--- src/hdl/blm_pkg.sv ---
// ----------------------------------------------------------------------------
// blm_pkg: shared types and constants for the battery level monitor
// Field widths, configuration layout, reset values and result packing.
// ----------------------------------------------------------------------------
`default_nettype none

package blm_pkg;

    localparam int ADC_W       = 12;
    localparam int MV_W        = 16;
    localparam int LVL_W       = 3;
    localparam int HYST_W      = 12;
    localparam int NUM_LEVELS  = 6;
    localparam int CFG_IDX_W   = 3;
    localparam int CFG_DATA_W  = 16;
    localparam int IN_TDATA_W  = 16;
    localparam int OUT_TDATA_W = 24;

    typedef logic [MV_W-1:0]  t_mv;
    typedef logic [LVL_W-1:0] t_lvl;

    localparam t_mv  MV_MAX        = '1;
    localparam t_mv  MIN_VALID_MV  = 16'd500;
    localparam t_lvl LEVEL_UNKNOWN = 3'd7;
    localparam t_lvl LEVEL_TOP     = 3'd6;

    typedef enum logic [CFG_IDX_W-1:0] {
        REG_LEVEL6 = 3'd0,
        REG_LEVEL5 = 3'd1,
        REG_LEVEL4 = 3'd2,
        REG_LEVEL3 = 3'd3,
        REG_LEVEL2 = 3'd4,
        REG_LEVEL1 = 3'd5,
        REG_CUTOFF = 3'd6,
        REG_HYST   = 3'd7
    } t_cfg_idx;

    // level_mv[0] is the level 6 threshold, level_mv[5] the level 1 threshold
    typedef struct packed {
        t_mv [NUM_LEVELS-1:0] level_mv;
        t_mv                  cutoff_mv;
        logic [HYST_W-1:0]    hysteresis_mv;
    } t_cfg;

    localparam t_cfg CFG_RESET = '{
        level_mv:      {16'd3300, 16'd3450, 16'd3600, 16'd3750, 16'd3900, 16'd4100},
        cutoff_mv:     16'd3200,
        hysteresis_mv: 12'd100
    };

    // battery_mv sits in the lowest bits
    typedef struct packed {
        logic shutdown_armed;
        logic low_warning;
        logic level_changed;
        t_lvl level;
        t_mv  battery_mv;
    } t_result;

    localparam int OUT_PAD_W = OUT_TDATA_W - $bits(t_result);

endpackage

`default_nettype wire

--- src/hdl/blm_acc.sv ---
// ----------------------------------------------------------------------------
// blm_acc: sample accumulator
// Sums NUM_SAMPLES readings and hands the group sum to a holding register.
// ----------------------------------------------------------------------------
`default_nettype none

module blm_acc #(
    parameter int NUM_SAMPLES = 10,
    parameter int SUM_W       = 16
) (
    input  wire logic                     i_clk,
    input  wire logic                     i_rst_n,
    input  wire logic                     i_valid,
    output logic                          o_ready,
    input  wire logic [blm_pkg::ADC_W-1:0] i_adc_mv,
    output logic                          o_sum_valid,
    input  wire logic                     i_sum_ready,
    output logic [SUM_W-1:0]              o_sum
);
    import blm_pkg::*;

    localparam int CNT_W = (NUM_SAMPLES > 1) ? $clog2(NUM_SAMPLES) : 1;

    logic [SUM_W-1:0] r_acc;
    logic [CNT_W-1:0] r_cnt;
    logic             r_sum_valid;
    logic [SUM_W-1:0] r_sum;
    logic [SUM_W-1:0] n_acc;
    logic             w_last;
    logic             w_take;

    assign w_last  = (r_cnt == CNT_W'(NUM_SAMPLES - 1));
    // only the closing reading of a group needs room downstream
    assign o_ready = !w_last || !r_sum_valid || i_sum_ready;
    assign w_take  = i_valid && o_ready;
    assign n_acc   = r_acc + SUM_W'(i_adc_mv);

    always_ff @(posedge i_clk) begin
        if (!i_rst_n) begin
            r_acc       <= '0;
            r_cnt       <= '0;
            r_sum_valid <= 1'b0;
        end else begin
            if (w_take && w_last) begin
                r_acc       <= '0;
                r_cnt       <= '0;
                r_sum_valid <= 1'b1;
            end else begin
                if (w_take) begin
                    r_acc <= n_acc;
                    r_cnt <= r_cnt + CNT_W'(1);
                end
                if (r_sum_valid && i_sum_ready) begin
                    r_sum_valid <= 1'b0;
                end
            end
        end
    end

    always_ff @(posedge i_clk) begin
        if (w_take && w_last) begin
            r_sum <= n_acc;
        end
    end

    assign o_sum_valid = r_sum_valid;
    assign o_sum       = r_sum;

endmodule

`default_nettype wire

--- src/hdl/blm_scale.sv ---
// ----------------------------------------------------------------------------
// blm_scale: group sum to battery millivolts
// mv = floor(sum * RATIO / 256 / N), saturated; the divide by N is a
// multiply by a rounded-up reciprocal, exact over the whole input range.
// ----------------------------------------------------------------------------
`default_nettype none

module blm_scale #(
    parameter int NUM_SAMPLES      = 10,
    parameter int DIVIDER_RATIO_Q8 = 512,
    parameter int SUM_W            = 16
) (
    input  wire logic                 i_clk,
    input  wire logic                 i_rst_n,
    input  wire logic                 i_valid,
    output logic                      o_ready,
    input  wire logic [SUM_W-1:0]     i_sum,
    output logic                      o_valid,
    input  wire logic                 i_ready,
    output blm_pkg::t_mv              o_mv
);
    import blm_pkg::*;

    localparam int RATIO_W = $clog2(DIVIDER_RATIO_Q8 + 1);
    localparam int PROD_W  = SUM_W + RATIO_W;
    localparam int Q_W     = PROD_W - 8;
    localparam int NW      = $clog2(NUM_SAMPLES + 1);
    localparam int SH      = Q_W + NW;
    localparam int RECIP_W = SH + 1;
    localparam int PROD2_W = Q_W + RECIP_W;
    localparam int EXT_W   = (Q_W > MV_W) ? Q_W : MV_W + 1;
    localparam longint unsigned RECIP_L =
        ((longint'(1) << SH) + longint'(NUM_SAMPLES) - longint'(1)) / longint'(NUM_SAMPLES);
    localparam logic [RATIO_W-1:0] RATIO = RATIO_W'(DIVIDER_RATIO_Q8);
    localparam logic [RECIP_W-1:0] RECIP = RECIP_W'(RECIP_L);

    logic               r_q_valid;
    logic [Q_W-1:0]     r_q;
    logic               r_mv_valid;
    t_mv                r_mv;
    logic               w_s3_ready;
    logic [PROD_W-1:0]  w_prod;
    logic [PROD2_W-1:0] w_prod2;
    logic [Q_W-1:0]     w_quot;
    logic [EXT_W-1:0]   w_quot_ext;
    t_mv                n_mv;

    assign w_s3_ready = !r_mv_valid || i_ready;
    assign o_ready    = !r_q_valid || w_s3_ready;

    assign w_prod     = {{RATIO_W{1'b0}}, i_sum} * {{SUM_W{1'b0}}, RATIO};
    assign w_prod2    = {{RECIP_W{1'b0}}, r_q} * {{Q_W{1'b0}}, RECIP};
    assign w_quot     = w_prod2[SH +: Q_W];
    assign w_quot_ext = EXT_W'(w_quot);
    assign n_mv       = (w_quot_ext > EXT_W'(MV_MAX)) ? MV_MAX : w_quot_ext[MV_W-1:0];

    always_ff @(posedge i_clk) begin
        if (!i_rst_n) begin
            r_q_valid  <= 1'b0;
            r_mv_valid <= 1'b0;
        end else begin
            if (o_ready) begin
                r_q_valid <= i_valid;
            end
            if (w_s3_ready) begin
                r_mv_valid <= r_q_valid;
            end
        end
    end

    always_ff @(posedge i_clk) begin
        if (o_ready && i_valid) begin
            r_q <= w_prod[PROD_W-1:8];
        end
        if (w_s3_ready && r_q_valid) begin
            r_mv <= n_mv;
        end
    end

    assign o_valid = r_mv_valid;
    assign o_mv    = r_mv;

endmodule

`default_nettype wire

--- src/hdl/blm_class.sv ---
// ----------------------------------------------------------------------------
// blm_class: level mapping and shutdown arming
// Maps millivolts to a level, tracks level changes and the armed flag, and
// holds the result in the output register.
// ----------------------------------------------------------------------------
`default_nettype none

module blm_class (
    input  wire logic             i_clk,
    input  wire logic             i_rst_n,
    input  wire blm_pkg::t_cfg    i_cfg,
    input  wire logic             i_valid,
    output logic                  o_ready,
    input  wire blm_pkg::t_mv     i_mv,
    output logic                  o_valid,
    input  wire logic             i_ready,
    output blm_pkg::t_result      o_result
);
    import blm_pkg::*;

    logic              r_out_valid;
    t_result           r_result;
    t_lvl              r_last_level;
    logic              r_armed;
    t_lvl              n_level;
    logic              n_armed;
    logic              w_take;
    logic              w_low;
    logic              w_high;
    logic [MV_W:0]     w_disarm_mv;

    assign o_ready = !r_out_valid || i_ready;
    assign w_take  = i_valid && o_ready;

    // level 1 threshold first; the lowest index that matches wins
    always_comb begin
        n_level = '0;
        for (int k = NUM_LEVELS - 1; k >= 0; k--) begin
            if (i_mv >= i_cfg.level_mv[k]) begin
                n_level = LEVEL_TOP - LVL_W'(k);
            end
        end
    end

    assign w_disarm_mv = {1'b0, i_cfg.cutoff_mv} + (MV_W+1)'(i_cfg.hysteresis_mv);
    assign w_low       = (i_mv < i_cfg.cutoff_mv) && (i_mv > MIN_VALID_MV);
    assign w_high      = ({1'b0, i_mv} > w_disarm_mv);
    assign n_armed     = w_low ? 1'b1 : (w_high ? 1'b0 : r_armed);

    always_ff @(posedge i_clk) begin
        if (!i_rst_n) begin
            r_out_valid  <= 1'b0;
            r_last_level <= LEVEL_UNKNOWN;
            r_armed      <= 1'b0;
        end else begin
            if (o_ready) begin
                r_out_valid <= i_valid;
            end
            if (w_take) begin
                r_last_level <= n_level;
                r_armed      <= n_armed;
            end
        end
    end

    always_ff @(posedge i_clk) begin
        if (w_take) begin
            r_result.battery_mv     <= i_mv;
            r_result.level          <= n_level;
            r_result.level_changed  <= (n_level != r_last_level);
            r_result.low_warning    <= w_low && !r_armed;
            r_result.shutdown_armed <= n_armed;
        end
    end

    assign o_valid  = r_out_valid;
    assign o_result = r_result;

endmodule

`default_nettype wire

--- src/hdl/battery_level_monitor_top.sv ---
// ----------------------------------------------------------------------------
// battery_level_monitor_top: averaged battery voltage and charge level
// Each input request carries one 12-bit ADC reading in mV. Every
// NUM_SAMPLES readings the group sum is scaled by DIVIDER_RATIO_Q8 / 256
// and averaged, giving battery mV saturated at 65535, then mapped through
// six configurable thresholds to a level 0..6 with low-battery arming.
// Only the closing reading of a group yields an output request.
// Throughput: one reading per cycle unless the stages ahead are stalled.
// The closing reading passes through the sum register, the ratio multiply,
// the reciprocal multiply, then the output register.
// The config port takes one write per cycle with no handshake; write it
// only while the block is idle.
// Reset (synchronous, active low) clears the running sum and count, sets
// the level to unknown so the first result flags a change, disarms the
// shutdown flag and reloads the threshold defaults.
// When the receiver stalls, each stage holds; readings keep being accepted
// until a finished group sum finds every stage ahead of it full.
// ----------------------------------------------------------------------------
`default_nettype none

module battery_level_monitor_top #(
    parameter int NUM_SAMPLES      = 10,
    parameter int DIVIDER_RATIO_Q8 = 512
) (
    input  wire logic                               i_clk,
    input  wire logic                               i_rst_n,
    // input stream
    input  wire logic                               s_axis_tvalid,
    output logic                                    s_axis_tready,
    input  wire logic [blm_pkg::IN_TDATA_W-1:0]     s_axis_tdata,  // [11:0] adc_mv
    // result stream
    output logic                                    m_axis_tvalid,
    input  wire logic                               m_axis_tready,
    // [15:0] battery_mv, [18:16] level, [19] level_changed,
    // [20] low_warning, [21] shutdown_armed
    output logic [blm_pkg::OUT_TDATA_W-1:0]         m_axis_tdata,
    // configuration write port
    input  wire logic                               i_cfg_we,
    input  wire logic [blm_pkg::CFG_IDX_W-1:0]      i_cfg_idx,
    input  wire logic [blm_pkg::CFG_DATA_W-1:0]     i_cfg_data
);
    import blm_pkg::*;

    // wide enough for NUM_SAMPLES full-scale readings
    localparam int SUM_W = $clog2(NUM_SAMPLES * ((1 << ADC_W) - 1) + 1);

    t_cfg             r_cfg;
    logic             w_sum_valid;
    logic             w_sum_ready;
    logic [SUM_W-1:0] w_sum;
    logic             w_mv_valid;
    logic             w_mv_ready;
    t_mv              w_mv;
    t_result          w_result;

    // ---- configuration registers ----
    always_ff @(posedge i_clk) begin
        if (!i_rst_n) begin
            r_cfg <= CFG_RESET;
        end else if (i_cfg_we) begin
            unique case (t_cfg_idx'(i_cfg_idx))
                REG_LEVEL6: r_cfg.level_mv[0]   <= i_cfg_data;
                REG_LEVEL5: r_cfg.level_mv[1]   <= i_cfg_data;
                REG_LEVEL4: r_cfg.level_mv[2]   <= i_cfg_data;
                REG_LEVEL3: r_cfg.level_mv[3]   <= i_cfg_data;
                REG_LEVEL2: r_cfg.level_mv[4]   <= i_cfg_data;
                REG_LEVEL1: r_cfg.level_mv[5]   <= i_cfg_data;
                REG_CUTOFF: r_cfg.cutoff_mv     <= i_cfg_data;
                REG_HYST:   r_cfg.hysteresis_mv <= i_cfg_data[HYST_W-1:0];
                default: ;
            endcase
        end
    end

    // ---- sample accumulation ----
    blm_acc #(
        .NUM_SAMPLES (NUM_SAMPLES),
        .SUM_W       (SUM_W)
    ) u_acc (
        .i_clk       (i_clk),
        .i_rst_n     (i_rst_n),
        .i_valid     (s_axis_tvalid),
        .o_ready     (s_axis_tready),
        .i_adc_mv    (s_axis_tdata[ADC_W-1:0]),
        .o_sum_valid (w_sum_valid),
        .i_sum_ready (w_sum_ready),
        .o_sum       (w_sum)
    );

    // ---- scaling to battery mV ----
    blm_scale #(
        .NUM_SAMPLES      (NUM_SAMPLES),
        .DIVIDER_RATIO_Q8 (DIVIDER_RATIO_Q8),
        .SUM_W            (SUM_W)
    ) u_scale (
        .i_clk   (i_clk),
        .i_rst_n (i_rst_n),
        .i_valid (w_sum_valid),
        .o_ready (w_sum_ready),
        .i_sum   (w_sum),
        .o_valid (w_mv_valid),
        .i_ready (w_mv_ready),
        .o_mv    (w_mv)
    );

    // ---- level, hysteresis and output register ----
    blm_class u_class (
        .i_clk    (i_clk),
        .i_rst_n  (i_rst_n),
        .i_cfg    (r_cfg),
        .i_valid  (w_mv_valid),
        .o_ready  (w_mv_ready),
        .i_mv     (w_mv),
        .o_valid  (m_axis_tvalid),
        .i_ready  (m_axis_tready),
        .o_result (w_result)
    );

    assign m_axis_tdata = {{OUT_PAD_W{1'b0}}, w_result};

    // ---- assertions ----
    // a warning is only raised together with the armed flag
    a_warn_implies_armed: assert property (@(posedge i_clk) disable iff (!i_rst_n)
        m_axis_tvalid |-> (!w_result.low_warning || w_result.shutdown_armed))
        else $error("low_warning without shutdown_armed");

    // reported level stays within 0..6
    a_level_range: assert property (@(posedge i_clk) disable iff (!i_rst_n)
        m_axis_tvalid |-> (w_result.level <= LEVEL_TOP))
        else $error("level out of range");

    // no stale result survives reset
    a_reset_clears_out: assert property (@(posedge i_clk)
        $past(!i_rst_n) |-> !m_axis_tvalid)
        else $error("output valid right after reset");

endmodule

`default_nettype wire

--- config.mk ---
export PLATFORM = sky130hd
export DESIGN_NAME = battery_level_monitor_top
export DESIGN_NICKNAME = d
export VERILOG_FILES = /design/src/hdl/blm_pkg.sv /design/src/hdl/blm_acc.sv /design/src/hdl/blm_scale.sv /design/src/hdl/blm_class.sv /design/src/hdl/battery_level_monitor_top.sv
export SDC_FILE = /design/constraint.sdc
export NUM_CORES = 1
export LEC_CHECK = 0
export BUFFER_PORTS_ARGS = -buffer_cell sky130_fd_sc_hd__buf_2
export CELL_PAD_IN_SITES_DETAIL_PLACEMENT = 1
export CELL_PAD_IN_SITES_GLOBAL_PLACEMENT = 2
export CORE_MARGIN = 5
export CORE_UTILIZATION = 41
export DETAILED_ROUTE_END_ITERATION = 7
export PLACE_DENSITY_LB_ADDON = 0.1
export SYNTH_ARGS = -nofsm -noshare
export SYNTH_HDL_FRONTEND = slang
export SYNTH_SLANG_ARGS = --single-unit
--- constraint.sdc ---
create_clock -name i_clk -period 8.1 [get_ports i_clk]
set_clock_uncertainty 0.05 [all_clocks]
set_input_delay 1.62 -clock i_clk [delete_from_list [all_inputs] [get_ports i_clk]]
set_output_delay 1.62 -clock i_clk [all_outputs]
set_load 0.01 [all_outputs]
; Word-level counts from Yosys, hierarchy flattened
; Index checks and enable logic that the tools add are counted.
[word_totals]
regBits = 222
in_bits = 40
output_inout_bits = 26
[classes]
addsub = 3
multipliers = 1
magnitude_cmp = 10
n_eq_ne = 9
n_mux = 11
bitwise = 1
n_reduce_logical = 29
[op_table]
columns = operator, count
row1 = 16-bit greater-or-equal comparator, 6
row2 = 16-bit by 19-bit multiplier with 35-bit output (second input constant), 1
row3 = 16-bit by 12-bit adder with 17-bit output, 1
row4 = 16-bit by 17-bit greater-than comparator with 1-bit output, 1
row5 = 16-bit by 12-bit adder with 16-bit output, 1
row6 = 15-bit by 16-bit greater-than comparator with 1-bit output (second input constant), 1
row7 = 16-bit by 9-bit greater-than comparator with 1-bit output (second input constant), 1
row8 = 16-bit < comparator, 1
row9 = 16-bit two-way mux, 1
row10 = 2-bit AND reduction, 8
row11 = 3-bit == test (second input constant), 4
row12 = 3-bit two-way mux, 3
row13 = 1-bit logical AND, 7
row14 = 3-bit by 2-bit == test with 1-bit output (second input constant), 2
row15 = 1-bit zero test, 6
row16 = 1-bit logical OR, 5
row17 = 1-bit two-way mux, 5
row18 = 4-bit by 1-bit adder with 4-bit output (second input constant), 1
row19 = 4-bit == test (second input constant), 1
row20 = 2-bit two-way mux, 2
row21 = 3-bit by 1-bit == test with 1-bit output (second input constant), 1
row22 = 3-bit zero test, 1
row23 = 3-bit != test, 1
row24 = 2-bit nonzero test, 1
row25 = 2 further kinds, 2

; Logic depth before layout (Yosys ltp)
[logic_depth]
word_depth = 8
depth_mapped = 21
depth_no_buf = 21

; Hierarchy
; A second synthesis with hierarchy kept.
[unflattened]
hier_cells = 1698
hier_area_um2 = 16753.6
[by_module_without_submodules]
columns = module, instances, cells_per_inst, area_each_um2
row1 = blm_scale, 1, 521, 5546.6
row2 = battery_level_monitor_top, 1, 444, 4698.3
row3 = blm_class, 1, 545, 4586.9
row4 = blm_acc, 1, 188, 1921.8

; Least setup slack after synthesis
; Ideal clock, no wire load.
[synth_path]
path_kind = flip-flop to flip-flop
start = register u_scale.r_q[9]
end = register u_scale.r_mv[12] (netlist: u_scale.o_mv[12]) (data pin)
setup_time_ns = 0.258
t_arrival_ns = 5.455
t_required_ns = 7.792
slack_ns = 2.337
path_stages_with_launch = 20
period_less_slack_ns = 5.763
path_cell_list = edfxtp_1 -> inv_1 -> ha_1 -> fa_1 -> inv_1 -> fa_1 -> inv_1 -> fa_1 -> fa_1 -> fa_1 -> inv_1 -> ha_1 -> a211oi_1 -> o21ai_1 -> a22oi_1 -> and3b_1 -> a211oi_1 -> or3_1 -> a21oi_1 -> xnor2_1
[synth_via]
elab_chain_len = 2
[synth_lines]
columns = element, line
row1 = "start, declared", blm_scale.sv:38  ; logic [Q_W-1:0] r_q;
row2 = "start signal, assigned", blm_scale.sv:73  ; r_q <= w_prod[PROD_W-1:8];
row3 = 16-bit by 19-bit multiplier with 35-bit output *, blm_scale.sv:52  ; assign w_prod2 = {{RECIP_W{1'b0}}, r_q} * {{Q_W{1'b0}}, RECIP};
row4 = 15-bit by 16-bit greater-than comparator with 1-bit output, blm_scale.sv:55  ; assign n_mv = (w_quot_ext > EXT_W'(MV_MAX)) ? MV_MAX : w_quot_ext[MV_W-1:0];
row5 = "end signal, assigned", blm_scale.sv:76  ; r_mv <= n_mv;
row6 = "end, declared", blm_scale.sv:40  ; t_mv r_mv;
; Mark *: on every way between the ends. The rest lies on a longest branch, timed or not.
; A chain may end at the register's enable or synchronous reset.

; Worst setup path after layout
; Ends and elaborated chain as after synthesis.

==> flow_summary.toml <==
[status]
outcome = "complete, no violations"

[sta]
setup_tns_ns = 0
hold_viol_final = 0
finalCriticalPeriod_ns = 6.45
rsz0062_at_grt = "false"
fmax_mhz = 155
worst_pin_slew_ns = 1.03
slew_viol_final = 0
setup_slack_ns = 1.65
slew_headroom = 0.312
final-setup-viol-count = 0
fin_crit_sh = 0.797

[finish]
multi_input_comb_area_mm2 = 0.00970
antenna_cells = 0
fillers = 4474
nNetsFinal = 2151
seq_area_mm2 = 0.00502
syn_to_final_growth_pct = 10.8
drive_gt1_frac = 0.0738

[pwr]
ir_drop_v = 0.000159
p_int_uw = 1960
clock_power_share = 0.470
total_power_uw = 2640
switchingPower_uw = 680
combPwrFrac = 0.089
p_leak_uw = 0.00802
pwr_density_cell_mw_per_mm2 = 149
swShare = 0.258
sequentialPowerShare = 0.441

[routing]
drtAntennaViolNets = 0
wire_per_inst_um = 19.1
dr.first_iter.drc_count = 483
drt-pass1-iter-count = 5
num_vias = 11900
routed_wl_mm = 44.1
remaining_drc_errors = 0
via_per_inst = 5.15

[synth]
synth_xor_area_frac = 0.0242
synth-simple-area-share = 0.122
yosys-top-cells-area = "ha_1 (20%), dfxtp_1 (19%), edfxtp_1 (12%)"
synth_compound_area_frac = 0.150
syn_avg_cell_area_um2 = 9.29
yosysMostFrequentCell = "nand2_1"
ys_ff_latch = 218
netlist.area_leader.share = 0.202
synth_fa_ha_area_frac = 0.309
yosysUniqueCellTypes = 64
ys.flop_type = "dfxtp_1"
synth-seq-area-share = 0.315
synth_edf_count = 66
synth.area.mux_share = 0.000628
netlist.top_cell.by_area = "ha_1"
synth_top_family_by_area = "adder cells"
syn_inst = 1717
netlist_area_mm2 = 0.0159
yosysWarnings = 0
netlist_top_cells_count = "nand2_1 (264), inv_1 (261), ha_1 (258), dfxtp_1 (152)"
synth-async-reset-ratio = 0

[worst_setup_path]
cpMostUsedCell = "fa_1"
cp_slowest_stage_delay_ns = 0.62
r2r-end = "u_scale.o_mv[12]$_DFFE_PP_"
cp.arrival_ns = 6.71
critPathKind = "reg2reg"
rrSetupSlack_ns = 1.65
critPathMaxFanout = 5
ff2ff_path_depth = 19
worstSetupEndpointType = "flip-flop"
crit_slowest_cell = "fa_1"
reg2reg_from = "u_scale.r_q[9]$_DFFE_PP_"
path_cells = "inv_1, ha_1, fa_1, inv_1, fa_1, inv_1, fa_1, fa_1, fa_1, inv_1, ha_1, a211oi_1, o21ai_1, a22oi_1, and3b_1, a211oi_1, or3_1, a21oi_1, xnor2_1"
worstSetupStartpointType = "flip-flop"
required_ns = 8.35

[floorplanning]
dieHeight_um = 207
die_w_um = 207
initial_core_util = 0.414
core_mm2 = 0.0386
io_pins = 66
row_count = 72
dieArea_mm2 = 0.0429

[run]
max_cap_violations = 0

[placed_design]
portBuffers = 57
gp_congestion = 0.800
pre_cts_ws_ns = 1.65
dp_hpwl_mm = 33.1

[worst_hold_path]
hold_path.class = "reg2reg"
hp-start = "u_acc.o_sum[3]$_DFFE_PP_"
hold_depth = 0
hold_path_end = "u_scale.r_q[4]$_DFFE_PP_"

[clock_network]
cts_tree = "built"
cts-resized-gates = 0
cts_setup_buffers = 0
clock_path_buffers = 3
htree_levels = 1
cts.clk_slew.worst_paths_ns = 0.06
ctsRootBufferMaster = "clkbuf_16"
clk_latency_ns = 0.56
cts_buffers = 27
cts_hold_buf = 0
cts_sinks = 218

[grt]
grt_pass1_wl_mm = 70.5
track_usage = 0.206
antenna_found_initial = 3
grt_pass1_vias = 12800
grt-ovfl-total = 0
grt_max_degree = 76
==> how the worst max path moves through the flow <==
stage	startpoint	to	cells after the start
6_report	u_scale.r_q[9]$_DFFE_PP_	u_scale.o_mv[12]$_DFFE_PP_	19
5_1_grt	u_scale.r_q[9]$_DFFE_PP_	u_scale.o_mv[12]$_DFFE_PP_	19
4_1_cts	u_scale.r_q[9]$_DFFE_PP_	u_scale.o_mv[12]$_DFFE_PP_	19
3_5_place_dp	u_scale.r_q[9]$_DFFE_PP_	u_scale.o_mv[12]$_DFFE_PP_	19
3_3_place_gp	u_scale.r_q[9]$_DFFE_PP_	u_scale.o_mv[12]$_DFFE_PP_	19
2_1_floorplan	u_scale.r_q[9]$_DFFE_PP_	u_scale.o_mv[12]$_DFFE_PP_	19
==> area by class of cell <==
class | count | area share
multi-input combinational | 1185 | 0.549
sequential | 218 | 0.284
inverter | 262 | 0.0556
clock buffer | 29 | 0.0392
tap | 518 | 0.0367
timing repair buffer | 74 | 0.0235
clock inverter | 21 | 0.0120
==> power by group through the flow <==
stage / sequential (uW) / combinational (uW) / clock (uW)
4_1_cts: 1160 / 241 / 1270
2_1_floorplan: 1180 / 171 / 0
5_1_grt: 1170 / 267 / 1320
6_report: 1160 / 236 / 1240
3_3_place_gp: 1190 / 234 / 0
3_5_place_dp: 1190 / 239 / 0
==> flip-flops by register name (all words and copies together), names as in the netlist <==
register / flops
r_cfg: 124
u_acc.o_sum: 16
u_acc.o_sum_valid: 1
u_acc.r_acc: 16
u_acc.r_cnt: 4
u_class.o_result: 20
u_class.o_valid: 1
u_class.r_armed: 1
u_class.r_last_level: 3
u_scale.o_mv: 14
u_scale.o_valid: 1
u_scale.r_q: 16
u_scale.r_q_valid: 1
==> placed cells by master, fill, tap and decap left out, types with 20 or more instances in the layout <==
cell,instances
buf_2,56
xnor2_1,28
nor3_1,20
ha_1,258
a21o_1,33
clkbuf_16,27
a21oi_1,74
a21boi_0,84
nand2_1,264
o21ai_0,24
fa_1,85
edfxtp_1,66
dfxtp_1,152
nor2_1,51
inv_1,261
nand3_1,28
o211ai_1,42
==> metrics by stage <==
step	hold slack [ns]	instances	area [um^2]	util
CTS	0.372	2307	17700	0.458
detailed placement	0.356	2257	16800	0.435
global route	0.381	2307	17700	0.458
global placement	0.359	2257	16800	0.435
floorplan	0.350	1720	16000	-
finish	0.370	2307	17700	0.458
==> critical path: cells and delay by family (launching register included) <==
| family | cells | cell delay (ns) |
|---|---|---|
| AOI/OAI and AO/OA | 5 | 1.20 |
| xor gates and xnor gates | 1 | 0.08 |
| adders and majority gates | 7 | 3.41 |
| buffers and inverters | 4 | 0.30 |
| DFF | 1 | 0.49 |
| and+or+nand+nor | 2 | 0.67 |
==> metal layers <==
metal	vias to the layer above	GRT usage	share of wire
met3	57	0.0272	0.029
met1	5788	0.260	0.45
met5	-	0	0.0010
met2	125	0.379	0.50
li1	5913	-	-
met4	6	0.0426	0.021
==> cell families after synthesis <==
logic type                 after synthesis
DFF                                    218
xor gates and xnor gates                44
adders and majority gates              343
and+or+nand+nor                        443
muxes                                    1
buffers and inverters                  317
AOI/OAI and AO/OA                      350
other                                    1
(Power assumes the default switching activity.)
